==> src/design/fpd_pkg.sv <==
// Shared constants and codes for the firmware packet deframer.
package fpd_pkg;

    localparam int PAGE_BYTES = 2048;
    localparam int PFILL_W    = $clog2(PAGE_BYTES + 1);
    localparam int OFF_W      = 11;
    localparam int EV_W       = 3;
    localparam int MODE_W     = 3;
    localparam int CFG_IDX_W  = 2;
    localparam int CFG_DATA_W = 32;

    localparam logic [MODE_W-1:0] MODE_IDLE    = 3'd0;
    localparam logic [MODE_W-1:0] MODE_HUNT    = 3'd1;
    localparam logic [MODE_W-1:0] MODE_TOPIC   = 3'd2;
    localparam logic [MODE_W-1:0] MODE_INDEX   = 3'd3;
    localparam logic [MODE_W-1:0] MODE_PAYLOAD = 3'd4;

    localparam logic [EV_W-1:0] EV_NONE   = 3'd0;
    localparam logic [EV_W-1:0] EV_READY  = 3'd1;
    localparam logic [EV_W-1:0] EV_PROMPT = 3'd2;
    localparam logic [EV_W-1:0] EV_DONE   = 3'd3;
    localparam logic [EV_W-1:0] EV_PAGE   = 3'd4;
    localparam logic [EV_W-1:0] EV_RESEND = 3'd5;

    localparam logic [CFG_IDX_W-1:0] CFG_HEADER_TYPE = 2'd0;
    localparam logic [CFG_IDX_W-1:0] CFG_TOPIC_LEN   = 2'd1;
    localparam logic [CFG_IDX_W-1:0] CFG_IGNORED_LEN = 2'd2;
    localparam logic [CFG_IDX_W-1:0] CFG_TOPIC_TAG   = 2'd3;

    localparam logic [7:0] CHAR_CR     = 8'h0D;
    localparam logic [7:0] CHAR_LF     = 8'h0A;
    localparam logic [7:0] CHAR_PROMPT = 8'h3E;
    localparam logic [7:0] CHAR_COLON  = 8'h3A;
    localparam logic [15:0] ASCII_ZERO = 16'h0030;

endpackage

==> src/design/firmware_packet_deframer.sv <==
// Firmware packet deframer: publish header, topic, packet number and payload parser.
//
// Takes one item per cycle: a received byte (s_func low) or a start command (s_func high),
// and returns exactly one result item for each. An item is held in the input register and
// is then resolved into the result register, and throughput is one item per cycle; the only
// stall is m_ready held low. The parse state (mode, five-byte window, packet and page
// counters) updates as each item moves into the result register. Configuration writes
// take effect at once and no clearing pass follows reset.
module firmware_packet_deframer (
    input  logic                           aclk,
    input  logic                           aresetn,
    input  logic                           cfg_we,
    input  logic [fpd_pkg::CFG_IDX_W-1:0]  cfg_addr,
    input  logic [fpd_pkg::CFG_DATA_W-1:0] cfg_wdata,
    input  logic                           s_valid,
    output logic                           s_ready,
    input  logic                           s_func,
    input  logic [7:0]                     s_rx_byte,
    output logic                           m_valid,
    input  logic                           m_ready,
    output logic [fpd_pkg::EV_W-1:0]       m_event_res,
    output logic                           m_data_valid,
    output logic [7:0]                     m_data_byte,
    output logic [fpd_pkg::OFF_W-1:0]      m_page_offset,
    output logic [15:0]                    m_packet_number
);
    import fpd_pkg::*;

    logic [7:0]         hdr_type_reg;
    logic [7:0]         topic_len_reg;
    logic [7:0]         ign_len_reg;
    logic [31:0]        topic_tag_reg;

    logic               in_vld_reg;
    logic               func_reg;
    logic [7:0]         byte_reg;

    logic [MODE_W-1:0]  mode_reg, mode_next;
    logic [7:0]         win_reg [5];
    logic [7:0]         win_next [5];
    logic [15:0]        last_pkt_reg, last_pkt_next;
    logic [PFILL_W-1:0] pfill_reg, pfill_next;
    logic [7:0]         pcount_reg, pcount_next;
    logic [7:0]         msg_len_reg, msg_len_next;

    logic               m_valid_reg;
    logic [EV_W-1:0]    ev_reg, ev_next;
    logic               dv_reg, dv_next;
    logic [7:0]         db_reg, db_next;
    logic [OFF_W-1:0]   off_reg, off_next;

    logic               advance;
    logic               fire;
    logic               crlf;
    logic [15:0]        pkt_num;
    logic [PFILL_W-1:0] pfill_inc;
    logic [7:0]         pcount_inc;
    logic signed [9:0]  need;

    assign advance = !m_valid_reg || m_ready;
    assign s_ready = !in_vld_reg || advance;
    assign fire    = in_vld_reg && advance;

    always_ff @(posedge aclk) begin
        if (!aresetn) begin
            hdr_type_reg  <= 8'd48;
            topic_len_reg <= 8'd16;
            ign_len_reg   <= 8'd17;
            topic_tag_reg <= 32'h5545_626F;
        end else if (cfg_we) begin
            unique case (cfg_addr)
                CFG_HEADER_TYPE: hdr_type_reg  <= cfg_wdata[7:0];
                CFG_TOPIC_LEN:   topic_len_reg <= cfg_wdata[7:0];
                CFG_IGNORED_LEN: ign_len_reg   <= cfg_wdata[7:0];
                CFG_TOPIC_TAG:   topic_tag_reg <= cfg_wdata;
                default: ;
            endcase
        end
    end

    // input register
    always_ff @(posedge aclk) begin
        if (!aresetn) begin
            in_vld_reg <= 1'b0;
        end else if (s_ready) begin
            in_vld_reg <= s_valid;
        end
        if (s_ready && s_valid) begin
            func_reg <= s_func;
            byte_reg <= s_rx_byte;
        end
    end

    assign pkt_num = ((({8'h00, win_reg[1]}) - ASCII_ZERO) * 16'd1000)
                   + ((({8'h00, win_reg[2]}) - ASCII_ZERO) * 16'd100)
                   + ((({8'h00, win_reg[3]}) - ASCII_ZERO) * 16'd10)
                   + (({8'h00, win_reg[4]}) - ASCII_ZERO);
    assign pfill_inc  = pfill_reg + PFILL_W'(1);
    assign pcount_inc = pcount_reg + 8'd1;
    assign need       = $signed({2'b00, msg_len_reg}) - $signed({2'b00, ign_len_reg});

    always_comb begin
        mode_next     = mode_reg;
        win_next      = win_reg;
        last_pkt_next = last_pkt_reg;
        pfill_next    = pfill_reg;
        pcount_next   = pcount_reg;
        msg_len_next  = msg_len_reg;
        ev_next       = EV_NONE;
        dv_next       = 1'b0;
        db_next       = 8'h00;
        off_next      = '0;
        crlf          = 1'b0;
        if (func_reg) begin
            ev_next       = EV_READY;
            last_pkt_next = 16'd0;
            mode_next     = MODE_HUNT;
            for (int i = 0; i < 5; i++) win_next[i] = 8'h00;
        end else begin
            unique case (mode_reg)
                MODE_HUNT: begin
                    win_next[1] = win_reg[2];
                    win_next[2] = win_reg[3];
                    win_next[3] = win_reg[4];
                    win_next[4] = byte_reg;
                    crlf = (win_reg[4] == CHAR_CR) && (byte_reg == CHAR_LF);
                    if (byte_reg == CHAR_PROMPT || crlf) begin
                        if (byte_reg == CHAR_PROMPT) ev_next = EV_PROMPT;
                        for (int i = 0; i < 5; i++) win_next[i] = 8'h00;
                    end else if (win_reg[2] == hdr_type_reg && byte_reg == topic_len_reg) begin
                        msg_len_next = win_reg[3];
                        pcount_next  = 8'd0;
                        mode_next    = MODE_TOPIC;
                    end
                end
                MODE_TOPIC: begin
                    win_next[1] = win_reg[2];
                    win_next[2] = win_reg[3];
                    win_next[3] = win_reg[4];
                    win_next[4] = byte_reg;
                    crlf = (win_reg[4] == CHAR_CR) && (byte_reg == CHAR_LF);
                    if (crlf) begin
                        mode_next = MODE_HUNT;
                        for (int i = 0; i < 5; i++) win_next[i] = 8'h00;
                    end else if ({win_reg[2], win_reg[3], win_reg[4], byte_reg}
                                 == topic_tag_reg) begin
                        mode_next = MODE_INDEX;
                    end
                end
                MODE_INDEX: begin
                    win_next[0] = win_reg[1];
                    win_next[1] = win_reg[2];
                    win_next[2] = win_reg[3];
                    win_next[3] = win_reg[4];
                    win_next[4] = byte_reg;
                    crlf = (win_reg[4] == CHAR_CR) && (byte_reg == CHAR_LF);
                    if (crlf) begin
                        mode_next = MODE_HUNT;
                        for (int i = 0; i < 5; i++) win_next[i] = 8'h00;
                    end else if (byte_reg == CHAR_COLON) begin
                        if ({1'b0, pkt_num} == {1'b0, last_pkt_reg} + 17'd1) begin
                            last_pkt_next = pkt_num;
                            mode_next     = MODE_PAYLOAD;
                        end else begin
                            ev_next   = EV_RESEND;
                            mode_next = MODE_HUNT;
                            for (int i = 0; i < 5; i++) win_next[i] = 8'h00;
                        end
                    end
                end
                MODE_PAYLOAD: begin
                    win_next[3] = win_reg[4];
                    win_next[4] = byte_reg;
                    crlf = (win_reg[4] == CHAR_CR) && (byte_reg == CHAR_LF);
                    if (crlf) begin
                        mode_next = MODE_HUNT;
                        for (int i = 0; i < 5; i++) win_next[i] = 8'h00;
                    end else begin
                        dv_next     = 1'b1;
                        db_next     = byte_reg;
                        off_next    = OFF_W'(pfill_reg);
                        pfill_next  = pfill_inc;
                        pcount_next = pcount_inc;
                        if (pfill_inc == PFILL_W'(PAGE_BYTES)) begin
                            ev_next    = EV_PAGE;
                            pfill_next = '0;
                            mode_next  = MODE_HUNT;
                            for (int i = 0; i < 5; i++) win_next[i] = 8'h00;
                        end else if ($signed({2'b00, pcount_inc}) >= need) begin
                            ev_next   = EV_DONE;
                            mode_next = MODE_HUNT;
                            for (int i = 0; i < 5; i++) win_next[i] = 8'h00;
                        end
                    end
                end
                default: ;
            endcase
        end
    end

    always_ff @(posedge aclk) begin
        if (!aresetn) begin
            mode_reg     <= MODE_IDLE;
            last_pkt_reg <= 16'd0;
            pfill_reg    <= '0;
            pcount_reg   <= 8'd0;
            msg_len_reg  <= 8'd0;
            m_valid_reg  <= 1'b0;
            for (int i = 0; i < 5; i++) win_reg[i] <= 8'h00;
        end else begin
            if (advance) begin
                m_valid_reg <= in_vld_reg;
            end
            if (fire) begin
                mode_reg     <= mode_next;
                win_reg      <= win_next;
                last_pkt_reg <= last_pkt_next;
                pfill_reg    <= pfill_next;
                pcount_reg   <= pcount_next;
                msg_len_reg  <= msg_len_next;
            end
        end
        if (fire) begin
            ev_reg  <= ev_next;
            dv_reg  <= dv_next;
            db_reg  <= db_next;
            off_reg <= off_next;
        end
    end

    assign m_valid         = m_valid_reg;
    assign m_event_res     = ev_reg;
    assign m_data_valid    = dv_reg;
    assign m_data_byte     = db_reg;
    assign m_page_offset   = off_reg;
    assign m_packet_number = last_pkt_reg;

    a_stall_cause: assert property (@(posedge aclk) disable iff (!aresetn)
        !s_ready |-> (in_vld_reg && m_valid_reg && !m_ready))
        else $error("input stalled without a blocked result");

    a_fill_range: assert property (@(posedge aclk) disable iff (!aresetn)
        pfill_reg < PFILL_W'(PAGE_BYTES))
        else $error("page fill reached page size");

    a_data_event: assert property (@(posedge aclk) disable iff (!aresetn)
        (m_valid_reg && m_data_valid) |->
            (m_event_res == EV_NONE || m_event_res == EV_DONE || m_event_res == EV_PAGE))
        else $error("payload byte with unexpected event");

    a_resend_keeps: assert property (@(posedge aclk) disable iff (!aresetn)
        (fire && ev_next == EV_RESEND) |=> (last_pkt_reg == $past(last_pkt_reg)))
        else $error("resend changed packet number");

    a_payload_entry: assert property (@(posedge aclk) disable iff (!aresetn)
        (fire && mode_reg == MODE_INDEX && mode_next == MODE_PAYLOAD) |=>
            (last_pkt_reg == $past(last_pkt_reg) + 16'd1))
        else $error("packet number did not advance by one");

endmodule
==> config.mk <==
export PLATFORM = sky130hd
export DESIGN_NAME = firmware_packet_deframer
export DESIGN_NICKNAME = d
export VERILOG_FILES = /design/src/design/fpd_pkg.sv /design/src/design/firmware_packet_deframer.sv
export SDC_FILE = /design/constraint.sdc
export NUM_CORES = 1
export LEC_CHECK = 0
export BUFFER_PORTS_ARGS = -buffer_cell sky130_fd_sc_hd__buf_2
export CORE_AREA = 2 2 138 194
export CTS_CLUSTER_DIAMETER = 40
export DETAILED_ROUTE_END_ITERATION = 16
export DIE_AREA = 0 0 140 196
export PLACE_DENSITY = 0.67
export SLEW_MARGIN = 20
export SYNTH_ARGS = -nofsm -noshare
export SYNTH_HDL_FRONTEND = slang
export SYNTH_SLANG_ARGS = --single-unit
==> constraint.sdc <==
create_clock -name aclk -period 9.3 [get_ports aclk]
set_clock_uncertainty 0.15 [all_clocks]
set_input_delay 0.93 -clock aclk [delete_from_list [all_inputs] [get_ports aclk]]
set_output_delay 0.93 -clock aclk [all_outputs]
set_load 0.01 [all_outputs]
==> flow_metrics.py <==
metrics = {
    "synthesis": {
        "yosysSeqAreaShare": 0.293,
        "synth_top_area_cell": "dfxtp_1",
        "yosys.area_share.simple": 0.180,
        "synthMuxAreaShare": 0.0222,
        "synthCells": 1424,
        "ys_types": 79,
        "synth_nets": 1638,
        "synthTopCellsByArea": "dfxtp_1, ha_1, fa_1, edfxtp_1, xnor2_1",
        "syn_area_per_cell_sq_um": 8.89,
        "yosysWarnings": 0,
        "synthAdderAreaFrac": 0.200,
        "synth_area_sq_um": 12700,
        "synth_top_area_frac": 0.217,
        "synth-compound-area-share": 0.132,
        "ys_top_cells_by_count": "nand2_1, inv_1, dfxtp_1",
        "ys_seq_elements": 169,
        "async_reset_ff_frac": 0,
        "synth.most_common_cell": "nand2_1",
        "synth_xor_area_frac": 0.107,
        "synth_edf_count": 32,
        "ys.flop_type": "dfxtp_1",
        "synth_top_family_by_area": "adder cells",
    },
    "sta": {
        "fin_ws_ns": 0.850,
        "fin_crit_sh": 0.909,
        "fin_hold_ws_ns": 0.325,
        "tns_ns": 0,
        "slew_violations": 0,
        "rsz0062_at_grt": "no",
        "relSlewSlack": 0.320,
        "layout_min_cycle_time_ns": 8.45,
        "max_slew.worst_pin.slew_ns": 1.02,
        "finalHoldViolations": 0,
        "clock.fmax_mhz": 118,
        "setup-violations-final": 0,
    },
    "global_route": {
        "grt_use_total": 0.232,
        "grt_pass1_vias": 9761,
        "grt_overflow_total": 0,
        "grt_max_degree": 84,
        "grt_pass1_wl_um": 50500,
        "antenna_found_initial": 0,
    },
    "routing": {
        "viasPerCell": 5.54,
        "vias": 10000,
        "antenna_left": 0,
        "route.detailed.drc": 0,
        "drtIter0Drc": 625,
        "wire_per_inst_um": 17.2,
        "drt-total-wl_um": 31200,
        "dr.pass1.iters": 5,
    },
    "finish": {
        "final_cells": 1812,
        "n_antenna_cell": 0,
        "final_area_sq_um": 13900,
        "seqCellArea_sq_um": 3700,
        "num-fill-cells": 2371,
        "multiInputGateArea_sq_um": 8140,
        "area_growth_pct": 9.88,
        "drive_above_1_share": 0.0954,
        "final_util": 0.538,
        "layout.nets": 1689,
    },
    "worst_setup_path": {
        "r2r-end": "m_packet_number[9]$_SDFFE_PN0P_",
        "endpoint_kind": "register",
        "crit_path_start_kind": "register",
        "reg2reg_slack_ns": 0.85,
        "crit_end": "m_packet_number[9]$_SDFFE_PN0P_",
        "cp_max_fo": 17,
        "cp_slowest_cell": "nand3_1",
        "worstReg2RegStart": "win_reg[29]$_SDFFE_PN0P_",
        "startpoint": "win_reg[29]$_SDFFE_PN0P_",
        "path_depth": 27,
        "worst-path-buf-inv": 5,
        "max_stage_delay_ns": 0.56,
        "worstSetupPathType": "reg -> reg",
        "worst_ep_arrival_time_ns": 8.63,
        "reg2regPathDepth": 27,
        "required_ns": 9.48,
        "cp_top_family": "adder cells",
    },
    "placement": {
        "dp_cells": 1780,
        "place_congestion": 0.866,
        "portBuffers": 88,
        "dpl_worst_slack_ns": 0.902,
        "placed_area_sq_um": 13300,
        "hpwl_um": 24000,
    },
    "power_and_ir_drop": {
        "power_density_nw_per_um2": 119,
        "p_leak_nw": 6.07,
        "total_power_mw": 1.66,
        "ir_drop_mv": 0.132,
    },
    "clocking": {
        "cts_buffers": 17,
        "cts_tree": "built",
        "clockBufferDepth": 2,
        "clk_pin_slew_ns": 0.07,
        "h-tree-depth": 4,
        "postCtsSetupBuffers": 0,
        "clock_latency_ns": 0.44,
        "cts.hold.buffers_added": 0,
        "root_buffer": "clkbuf_16",
        "cts.sinks": 169,
        "cts_resized": 0,
    },
    "die": {
        "core_area_sq_um": 25800,
        "start_util": 0.490,
        "die_h_um": 196,
        "die_x_um": 140,
        "ios": 89,
        "fp.dieArea_sq_um": 27400,
        "rows": 70,
    },
    "job": {
        "maxCapViolations": 0,
    },
    "outcome": {
        "status": "complete, no violations",
    },
    "min_path": {
        "hold_path.class": "reg -> reg",
    },
}
==> worst min path at each step <==
stage	start	to	slack (ns)	cells after the start
after detailed placement	ign_len_reg[5]$_SDFFE_PN0P_	ign_len_reg[5]$_SDFFE_PN0P_	0.32	2
after CTS	ign_len_reg[5]$_SDFFE_PN0P_	ign_len_reg[5]$_SDFFE_PN0P_	0.33	2
after global placement	ign_len_reg[6]$_SDFFE_PN0P_	ign_len_reg[6]$_SDFFE_PN0P_	0.31	2
final	ign_len_reg[6]$_SDFFE_PN0P_	ign_len_reg[6]$_SDFFE_PN0P_	0.33	2
after floorplan	ign_len_reg[7]$_SDFFE_PN0P_	ign_len_reg[7]$_SDFFE_PN0P_	0.29	2
after global routing	topic_tag_reg[11]$_SDFFE_PN0P_	topic_tag_reg[11]$_SDFFE_PN0P_	0.34	2
==> tightest hold or removal path, cell delays in order (launching register included) <==
cell and delay (ns):
dfxtp_1 0.31, nand2_1 0.05, a21boi_0 0.07
==> layer usage <==
| layer | wire, um | vias to the layer above | track usage |
|---|---|---|---|
| met1 | 12800 | 4818 | 0.277 |
| met2 | 16400 | 205 | 0.422 |
| li1 | - | 4960 | - |
| met5 | 0 | - | 0 |
| met4 | 1050 | 0 | 0.0943 |
| met3 | 862 | 59 | 0.0259 |
==> report_power, final <==
group	leakage, nW	switching, mW	total, mW	internal, mW
registers	1.41	0.0163	0.780	0.764
logic	4.36	0.0875	0.146	0.0590
clock network	0.303	0.297	0.731	0.434
total	6.07	0.401	1.66	1.26
==> cells in the final DEF, fill, tap and decap left out, types with 3 or more instances in the layout <==
cell       count
clkinv_4       3
and2_1        20
buf_4          3
nor3b_1        9
nand2b_1      12
a21oi_1       45
dfxtp_1      137
nand3_1       63
nor3_1        23
inv_1        156
clkbuf_16     18
a21o_1        18
mux2i_1       27
edfxtp_1      32
xnor2_1       90
xor2_1        53
o2bb2ai_1      5
nand3b_1       3
o311ai_0       6
o21bai_1       3
a21boi_0      25
clkbuf_8       3
o21ai_0       51
o2111ai_1     19
and3_1        23
fa_1          61
nor4_1        11
nand2_1      172
a211oi_1       3
o211ai_1      11
nand4_1       16
nor2b_1       29
ha_1         105
nor2_1        48
a22o_1        17
o21a_1         5
buf_2         88
o31ai_1        3
or3_1          9
xnor3_1        3
==> final cells by class <==
| type | count | area share |
|---|---|---|
| Sequential cell | 169 | 0.266 |
| Timing Repair Buffer | 91 | 0.0333 |
| Clock buffer | 23 | 0.0359 |
| Tap cell | 324 | 0.0291 |
| Inverter | 157 | 0.0424 |
| Clock inverter | 9 | 0.00801 |
| Multi-Input combinational cell | 1039 | 0.585 |
==> cell families (layout without fill, tap and decap cells) <==
| family | after synthesis | count (layout) |
|---|---|---|
| and+or+nand+nor | 459 | 459 |
| AOI/OAI and AO/OA | 238 | 238 |
| buffers and inverters | 216 | 280 |
| DFF | 169 | 169 |
| adders and majority gates | 166 | 166 |
| xor gates and xnor gates | 148 | 148 |
| muxes | 28 | 28 |
No activity file was read; power rests on OpenSTA's default activity.
